<file path="config.mk">
export PLATFORM = sky130hd
export DESIGN_NAME = msa_pairwise_hamming_distance
export DESIGN_NICKNAME = d
export VERILOG_FILES = /design/src/sv/mphd_pkg.sv /design/src/sv/mphd_ctrl.sv /design/src/sv/mphd_dp.sv /design/src/sv/msa_pairwise_hamming_distance.sv
export SDC_FILE = /design/constraint.sdc
export NUM_CORES = 1
export LEC_CHECK = 0
export ABC_AREA = 1
export BUFFER_PORTS_ARGS = -buffer_cell sky130_fd_sc_hd__buf_2
export CORE_ASPECT_RATIO = 0.8
export CORE_MARGIN = 10
export CORE_UTILIZATION = 45
export DETAILED_ROUTE_END_ITERATION = 10
export GPL_TIMING_DRIVEN = 0
export PLACE_DENSITY = 0.61
export SYNTH_ARGS = -nofsm -noshare
export SYNTH_HDL_FRONTEND = slang
export SYNTH_HIERARCHICAL = 1
export SYNTH_SLANG_ARGS = --single-unit
</file>
<file path="constraint.sdc">
create_clock -name aclk -period 9.5 [get_ports aclk]
set_input_delay 0.475 -clock aclk [delete_from_list [all_inputs] [get_ports aclk]]
set_output_delay 0.475 -clock aclk [all_outputs]
set_load 0.05 [all_outputs]
</file>
<file path="src/sv/mphd_pkg.sv">
// Shared types and constants for the pairwise Hamming distance block.
// Used by mphd_ctrl, mphd_dp and msa_pairwise_hamming_distance.
`default_nettype none

package mphd_pkg;

    localparam int MAX_ROWS_DEF    = 8;
    localparam int COUNT_WIDTH_DEF = 16;

    localparam int RESIDUE_W   = 8;
    localparam int ROW_FIELD_W = 3;
    localparam int DIST_W      = 16;
    localparam int ROWCNT_W    = 4;
    localparam int CFG_IDX_W   = 2;
    localparam int CFG_DATA_W  = 8;

    localparam logic [CFG_IDX_W-1:0] REG_ROW_COUNT    = 2'd0;
    localparam logic [CFG_IDX_W-1:0] REG_EXCLUDE_GAPS = 2'd1;
    localparam logic [CFG_IDX_W-1:0] REG_GAP_CODE     = 2'd2;

    localparam logic [ROWCNT_W-1:0]  ROW_COUNT_RST = 4'd8;
    localparam logic                 EXCLUDE_RST   = 1'b0;
    localparam logic [RESIDUE_W-1:0] GAP_CODE_RST  = 8'd45;

    typedef enum logic [0:0] {
        ST_RUN  = 1'b0,
        ST_EMIT = 1'b1
    } state_t;

    typedef struct packed {
        logic take;
        logic emit_start;
        logic advance;
        logic finish;
    } cmd_t;

    typedef struct packed {
        logic last_pair;
    } stat_t;

endpackage

`default_nettype wire

</file>
<file path="src/sv/mphd_ctrl.sv">
// Controller: accepts residues, then walks the result table on end of alignment.
// Depends on mphd_pkg for state and command types.
`default_nettype none

module mphd_ctrl (
    input  wire logic          aclk,
    input  wire logic          aresetn,
    input  wire logic          s_valid,
    output logic               s_ready,
    input  wire logic          s_end_of_alignment,
    output logic               m_valid,
    input  wire logic          m_ready,
    input  wire mphd_pkg::stat_t stat,
    output mphd_pkg::cmd_t     cmd
);

    mphd_pkg::state_t state_reg, state_next;

    always_ff @(posedge aclk) begin
        if (!aresetn) begin
            state_reg <= mphd_pkg::ST_RUN;
        end else begin
            state_reg <= state_next;
        end
    end

    always_comb begin
        state_next = state_reg;
        case (state_reg)
            mphd_pkg::ST_RUN: begin
                if (s_valid && s_end_of_alignment) begin
                    state_next = mphd_pkg::ST_EMIT;
                end
            end
            mphd_pkg::ST_EMIT: begin
                if (m_ready && stat.last_pair) begin
                    state_next = mphd_pkg::ST_RUN;
                end
            end
            default: state_next = mphd_pkg::ST_RUN;
        endcase
    end

    always_comb begin
        s_ready        = 1'b0;
        m_valid        = 1'b0;
        cmd            = '0;
        case (state_reg)
            mphd_pkg::ST_RUN: begin
                s_ready        = 1'b1;
                cmd.take       = s_valid;
                cmd.emit_start = s_valid && s_end_of_alignment;
            end
            mphd_pkg::ST_EMIT: begin
                m_valid     = 1'b1;
                cmd.advance = m_ready;
                cmd.finish  = m_ready && stat.last_pair;
            end
            default: begin
                s_ready = 1'b0;
            end
        endcase
    end

endmodule

`default_nettype wire

</file>
<file path="src/sv/mphd_dp.sv">
// Datapath: configuration registers, column residues, pair counters and result select.
// Depends on mphd_pkg; driven by commands from mphd_ctrl.
`default_nettype none

module mphd_dp #(
    parameter int MAX_ROWS    = mphd_pkg::MAX_ROWS_DEF,
    parameter int COUNT_WIDTH = mphd_pkg::COUNT_WIDTH_DEF
) (
    input  wire logic                                aclk,
    input  wire logic                                aresetn,
    input  wire logic                                cfg_valid,
    input  wire logic [mphd_pkg::CFG_IDX_W-1:0]      cfg_index,
    input  wire logic [mphd_pkg::CFG_DATA_W-1:0]     cfg_data,
    input  wire logic [mphd_pkg::RESIDUE_W-1:0]      s_residue,
    input  wire logic                                s_end_of_alignment,
    input  wire mphd_pkg::cmd_t                      cmd,
    output mphd_pkg::stat_t                          stat,
    output logic [mphd_pkg::ROW_FIELD_W-1:0]         m_row_a,
    output logic [mphd_pkg::ROW_FIELD_W-1:0]         m_row_b,
    output logic [mphd_pkg::DIST_W-1:0]              m_distance,
    output logic                                     m_last_result
);

    localparam int RW  = $clog2(MAX_ROWS);
    localparam int RCW = $clog2(MAX_ROWS + 1);
    localparam logic [COUNT_WIDTH-1:0] CNT_MAX = {COUNT_WIDTH{1'b1}};
    localparam logic [RCW-1:0] ROWS_MAX = RCW'(MAX_ROWS);

    logic [mphd_pkg::ROWCNT_W-1:0]  row_count_reg;
    logic                           exclude_reg;
    logic [mphd_pkg::RESIDUE_W-1:0] gap_code_reg;

    logic [RW-1:0] pos_reg, pos_next;
    logic [RW-1:0] ea_reg, ea_next;
    logic [RW-1:0] eb_reg, eb_next;

    logic [mphd_pkg::RESIDUE_W-1:0] col_reg [MAX_ROWS];
    logic [COUNT_WIDTH-1:0]         cnt_reg [MAX_ROWS][MAX_ROWS];

    logic [RCW-1:0] rows;
    logic [RW-1:0]  r_cur;
    logic [RW-1:0]  r_inc;
    logic [RW-1:0]  last_row;
    logic [MAX_ROWS-1:0] diff;
    logic [COUNT_WIDTH-1:0] cnt_sel;
    logic [32:0] cnt_wide;

    always_ff @(posedge aclk) begin
        if (!aresetn) begin
            row_count_reg <= mphd_pkg::ROW_COUNT_RST;
            exclude_reg   <= mphd_pkg::EXCLUDE_RST;
            gap_code_reg  <= mphd_pkg::GAP_CODE_RST;
        end else if (cfg_valid) begin
            case (cfg_index)
                mphd_pkg::REG_ROW_COUNT:    row_count_reg <= cfg_data[mphd_pkg::ROWCNT_W-1:0];
                mphd_pkg::REG_EXCLUDE_GAPS: exclude_reg   <= cfg_data[0];
                mphd_pkg::REG_GAP_CODE:     gap_code_reg  <= cfg_data;
                default: begin
                end
            endcase
        end
    end

    always_comb begin
        if (row_count_reg == '0) begin
            rows = RCW'(1);
        end else if (32'(row_count_reg) > 32'(MAX_ROWS)) begin
            rows = ROWS_MAX;
        end else begin
            rows = RCW'(row_count_reg);
        end
        last_row = RW'(rows - RCW'(1));
        r_cur    = (RCW'(pos_reg) >= rows) ? '0 : pos_reg;
        r_inc    = (r_cur == last_row) ? '0 : RW'(r_cur + RW'(1));
    end

    always_comb begin
        for (int a = 0; a < MAX_ROWS; a++) begin
            diff[a] = (RW'(a) < r_cur) && (col_reg[a] != s_residue) &&
                      !(exclude_reg && ((col_reg[a] == gap_code_reg) ||
                                        (s_residue == gap_code_reg)));
        end
    end

    always_comb begin
        pos_next = pos_reg;
        if (cmd.take) begin
            pos_next = s_end_of_alignment ? '0 : r_inc;
        end
    end

    always_ff @(posedge aclk) begin
        if (!aresetn) begin
            pos_reg <= '0;
        end else begin
            pos_reg <= pos_next;
        end
    end

    always_ff @(posedge aclk) begin
        if (cmd.take) begin
            col_reg[r_cur] <= s_residue;
        end
    end

    for (genvar ga = 0; ga < MAX_ROWS; ga++) begin : g_row
        for (genvar gb = 0; gb < MAX_ROWS; gb++) begin : g_col
            if (gb > ga) begin : g_pair
                always_ff @(posedge aclk) begin
                    if (!aresetn || cmd.finish) begin
                        cnt_reg[ga][gb] <= '0;
                    end else if (cmd.take && diff[ga] && (r_cur == RW'(gb)) &&
                                 (cnt_reg[ga][gb] != CNT_MAX)) begin
                        cnt_reg[ga][gb] <= cnt_reg[ga][gb] + COUNT_WIDTH'(1);
                    end
                end
            end else begin : g_none
                always_ff @(posedge aclk) begin
                    cnt_reg[ga][gb] <= '0;
                end
            end
        end
    end

    always_comb begin
        ea_next = ea_reg;
        eb_next = eb_reg;
        if (cmd.emit_start) begin
            ea_next = '0;
            eb_next = '0;
        end else if (cmd.advance) begin
            if (eb_reg == last_row) begin
                ea_next = RW'(ea_reg + RW'(1));
                eb_next = RW'(ea_reg + RW'(1));
            end else begin
                eb_next = RW'(eb_reg + RW'(1));
            end
        end
    end

    always_ff @(posedge aclk) begin
        if (!aresetn) begin
            ea_reg <= '0;
            eb_reg <= '0;
        end else begin
            ea_reg <= ea_next;
            eb_reg <= eb_next;
        end
    end

    always_comb begin
        cnt_sel   = (ea_reg == eb_reg) ? '0 : cnt_reg[ea_reg][eb_reg];
        cnt_wide  = 33'(cnt_sel);
        m_distance = (cnt_wide > 33'h0FFFF) ? {mphd_pkg::DIST_W{1'b1}}
                                            : cnt_wide[mphd_pkg::DIST_W-1:0];
        m_row_a   = mphd_pkg::ROW_FIELD_W'(ea_reg);
        m_row_b   = mphd_pkg::ROW_FIELD_W'(eb_reg);
        stat.last_pair = (ea_reg == last_row) && (eb_reg == last_row);
        m_last_result  = stat.last_pair;
    end

endmodule

`default_nettype wire

</file>
<file path="src/sv/msa_pairwise_hamming_distance.sv">
// Pairwise Hamming distance over the rows of an alignment, fed one residue per
// item in column-major order. Residues are taken one per cycle; each is compared
// against the residues already held for its column, and the counter of every
// differing pair is bumped in the same cycle. The item flagged end_of_alignment
// is counted like any other, then the block stops taking items and emits
// R*(R+1)/2 result items (R = effective row count), one per cycle while m_ready
// is high, walked by the row indices ea_reg/eb_reg in the datapath; the counters
// clear with the last result. Configuration writes are always ready.
// Depends on mphd_pkg, mphd_ctrl and mphd_dp.
`default_nettype none

module msa_pairwise_hamming_distance #(
    parameter int MAX_ROWS    = mphd_pkg::MAX_ROWS_DEF,
    parameter int COUNT_WIDTH = mphd_pkg::COUNT_WIDTH_DEF
) (
    input  wire logic                              aclk,
    input  wire logic                              aresetn,
    input  wire logic                              cfg_valid,
    output logic                                   cfg_ready,
    input  wire logic [mphd_pkg::CFG_IDX_W-1:0]    cfg_index,
    input  wire logic [mphd_pkg::CFG_DATA_W-1:0]   cfg_data,
    input  wire logic                              s_valid,
    output logic                                   s_ready,
    input  wire logic [mphd_pkg::RESIDUE_W-1:0]    s_residue,
    input  wire logic                              s_end_of_alignment,
    output logic                                   m_valid,
    input  wire logic                              m_ready,
    output logic [mphd_pkg::ROW_FIELD_W-1:0]       m_row_a,
    output logic [mphd_pkg::ROW_FIELD_W-1:0]       m_row_b,
    output logic [mphd_pkg::DIST_W-1:0]            m_distance,
    output logic                                   m_last_result
);

    mphd_pkg::cmd_t  cmd;
    mphd_pkg::stat_t stat;

    assign cfg_ready = 1'b1;

    mphd_ctrl u_ctrl (
        .aclk               (aclk),
        .aresetn            (aresetn),
        .s_valid            (s_valid),
        .s_ready            (s_ready),
        .s_end_of_alignment (s_end_of_alignment),
        .m_valid            (m_valid),
        .m_ready            (m_ready),
        .stat               (stat),
        .cmd                (cmd)
    );

    mphd_dp #(
        .MAX_ROWS    (MAX_ROWS),
        .COUNT_WIDTH (COUNT_WIDTH)
    ) u_dp (
        .aclk               (aclk),
        .aresetn            (aresetn),
        .cfg_valid          (cfg_valid),
        .cfg_index          (cfg_index),
        .cfg_data           (cfg_data),
        .s_residue          (s_residue),
        .s_end_of_alignment (s_end_of_alignment),
        .cmd                (cmd),
        .stat               (stat),
        .m_row_a            (m_row_a),
        .m_row_b            (m_row_b),
        .m_distance         (m_distance),
        .m_last_result      (m_last_result)
    );

endmodule

`default_nettype wire
</file>
==> summary.txt <==
Layout
  – Syn-to-layout area delta: 9.778%
  – Filler cells: 7334
  – Max reg flops: 448
  – Layout cells sized above 1: 0.08876
  – Commonest non-fill, non-tap cell in the layout: nand2_1
  – Most frequent cells in the layout: 865 x nand2_1, 582 x nor2_1, 504 x edfxtp_1, 465 x inv_1, 281 x xor2_1
  – Final Util: 0.5010
  – Nets@finish: 4377

Floorplanning
  – FP Rows: 90
  – Die area: 88420 sq um
  – Initial core utilization: 0.4564
  – Chip Width: 330.0 microns
  – Vert. Die Dim: 268.0 microns
  – Top Ports: 50
  – Core Area: 75790 sq um

Placement
  – Final GP Congestion: 1.018
  – DP HPWL: 83500 microns
  – DP Worst Slack: 4.387 ns
  – I/O Buffers: 48

Pwr
  – Power consumption: 5.356 mW
  – Leak pwr: 14.99 nW
  – Worst VDD drop: 142.2 uV
  – PD cells: 141.1 nW/um^2

CTS
  – Cts hold-fix bufs: 0
  – Clock-pin slew on the worst setup and hold paths: 0.06 ns
  – Root buffer cell: clkbuf_16
  – CTS Buf Count: 59
  – Clk sinks: 530
  – H-tree depth: 2
  – CTS tree: built
  – CTS resizes: 0
  – Clock buffer depth: 3
  – Post-CTS Setup Inserts: 0
  – Clk_lat worst skew: 0.64 ns

Timing
  – Final setup fails: 0
  – Max-slew violations: 0
  – Hold_ws: 0.08036 ns
  – Tmin final: 5.297 ns
  – Measured slew at the worst slew-check pin: 1.216 ns
  – Layout Skew: 0.02583 ns
  – Max frequency: 0.1888 GHz
  – Period utilization: 0.5575
  – Final setup TNS: 0 ns
  – Max-slew headroom: 0.1893
  – Fin. Hold Viols: 0
  – Setup ws final: 4.203 ns
  – RSZ-0062 raised after global routing: no

Critical path
  – Critical path's most frequent cell: nand2_1
  – CP required: 9.70 ns
  – Crit. End Element: register
  – Slowest cell on crit path: nand2_1
  – Worst path buffer plus inverter count: 5
  – Critical path's top delay family: simple AND/OR/NAND/NOR gates
  – R2R depth: 16
  – Worst path cell trace: inv_2 -> nand2_1 -> ha_1 -> xnor2_1 -> nand2_1 -> nand2_1 -> nand3b_1 -> nor3_1 -> buf_4 -> nand2_1 -> nor2_1 -> nor2_2 -> buf_4 -> buf_2 -> buf_2 -> nand2_1
  – Crit path DAT: 5.50 ns
  – Critical Path Stages: 16
  – Startpoint types: register
  – CP peak stage delay: 0.59 ns
  – Setup Crit Path Kind: reg -> reg
  – Worst Path Max Fanout: 16

Route
  – DR pass1 iterations: 7
  – DR DRC count: 0
  – Remaining antenna violation count: 0
  – Via density per instance: 5.495
  – DR vias: 29523
  – Initial detailed-routing violation count: 3891
  – WL per Instance: 20.71 microns
  – Post-Route WL: 111300 microns

Logic synthesis
  – Synthesized netlist cell count: 4205
  – Sequential-to-total area share from yosys stat: 0.4526
  – Unique masters post-synth: 54
  – Synth warnings: 6
  – Synthesized area per cell: 8.225 sq um
  – Dominant cells by area after synthesis: edfxtp_1 44%, nand2_1 9.4%, xor2_1 7.1%
  – Post-Syn Area: 34590 sq um
  – Mapped Nets: 4267
  – Yosys top cell area share: 0.4376
  – Area leader, netlist: edfxtp_1
  – Number of flops mapped to enable cells by yosys: 504
  – Main synth FF type: edfxtp_1
  – Yosys reg bits: 530
  – FFs w/ async S/R, synth: 0

GRT
  – Largest net degree at the start of global routing: 17
  – Vias in the first global route: 26626
  – Remaining Overflow, GRT: 0
  – First-pass GRT wire length: 165100 microns
  – Initial antenna violation count: 0
  – Gr usage total: 0.2446

Hold path
  – Class of the worst hold path: in -> reg
  – Hold depth: 3

Job
  – Maxcap violations: 0

Status
  – Run status: complete, no violations
cell usage after synthesis, types with 8 or more instances:
cell type	number
inv_2	17
nor3_1	174
a22oi_1	13
nand3_1	275
buf_6	16
ha_1	38
xnor2_1	142
dfxtp_1	26
nor2_2	84
o211ai_1	20
clkbuf_1	57
buf_4	24
nor3_2	8
nor2_1	582
xor2_1	281
a21oi_1	130
nand2_1	865
buf_1	20
buf_2	43
and3_1	9
edfxtp_1	504
inv_1	465
nand4_1	76
nand4_4	13
o21ai_0	226
nand4_2	10
nand3_4	8
o2111ai_1	15
layer usage:
metal / vias to the layer above / share of wire / GRT usage
li1: 14082 / - / -
met1: 13948 / 0.46 / 0.3697
met2: 1322 / 0.40 / 0.3387
met3: 171 / 0.11 / 0.06215
met4: 0 / 0.027 / 0.06680
met5: - / 0 / 0
worst reg2reg max path, delay by kind of cell (launching register included):
family	cells	cell delay, ns
AND/OR/NAND/NOR	9	2.06
flip-flops	1	0.34
XOR/XNOR	1	0.20
adder cells (fa/ha/maj)	1	0.28
buffers and inverters	5	1.97
worst paths after layout:
kind | startpoint | end | slack, ns
worst max register to register | u_dp/row_count_reg[3] | u_dp/cnt_reg[3][37] | 4.20
worst min register to register | u_dp/row_count_reg[2] | u_dp/row_count_reg[2] | 0.49
worst max-delay path | u_dp/row_count_reg[3] | u_dp/cnt_reg[3][37] | 4.20
worst min-delay path | cfg_data[5] | u_dp/gap_code_reg[5] | 0.08
logic make-up after synthesis:
| logic type | share of synthesized area |
|---|---|
| XOR/XNOR | 0.1071 |
| flip-flops | 0.4526 |
| buffers and inverters | 0.07752 |
| AND/OR/NAND/NOR | 0.2822 |
| AO/OA/AOI/OAI | 0.06671 |
| other | 0.0001084 |
| adder cells (fa/ha/maj) | 0.01375 |
power breakdown:
group	switching, mW	internal, mW	total (mW)
logic	0.258	0.105	0.363
registers	0.0863	2.63	2.72
clock network	0.993	1.29	2.28
total	1.34	4.02	5.36
stage by stage:
stage                     cells  area, sq um
after global routing       5372        37970
after CTS                  5372        37970
after global placement     5265        36090
after detailed placement   5266        36110
after floorplan            4205        34590
final                      5373        37970
cell type report:
type / count / area (sq um) / area share
diodes: 1 / 2.502 / 0.00006591
plain buffers: 160 / 864.6 / 0.02277
clock buffers: 71 / 1585 / 0.04175
clock inverters: 35 / 267.8 / 0.007052
inverters: 484 / 1817 / 0.04785
multi-input cells: 3031 / 16260 / 0.4282
flip-flops and latches: 530 / 15660 / 0.4123
well taps: 1012 / 1266 / 0.03335
repair buffers: 49 / 251.5 / 0.006624
No activity file was read; power rests on OpenSTA's default activity.
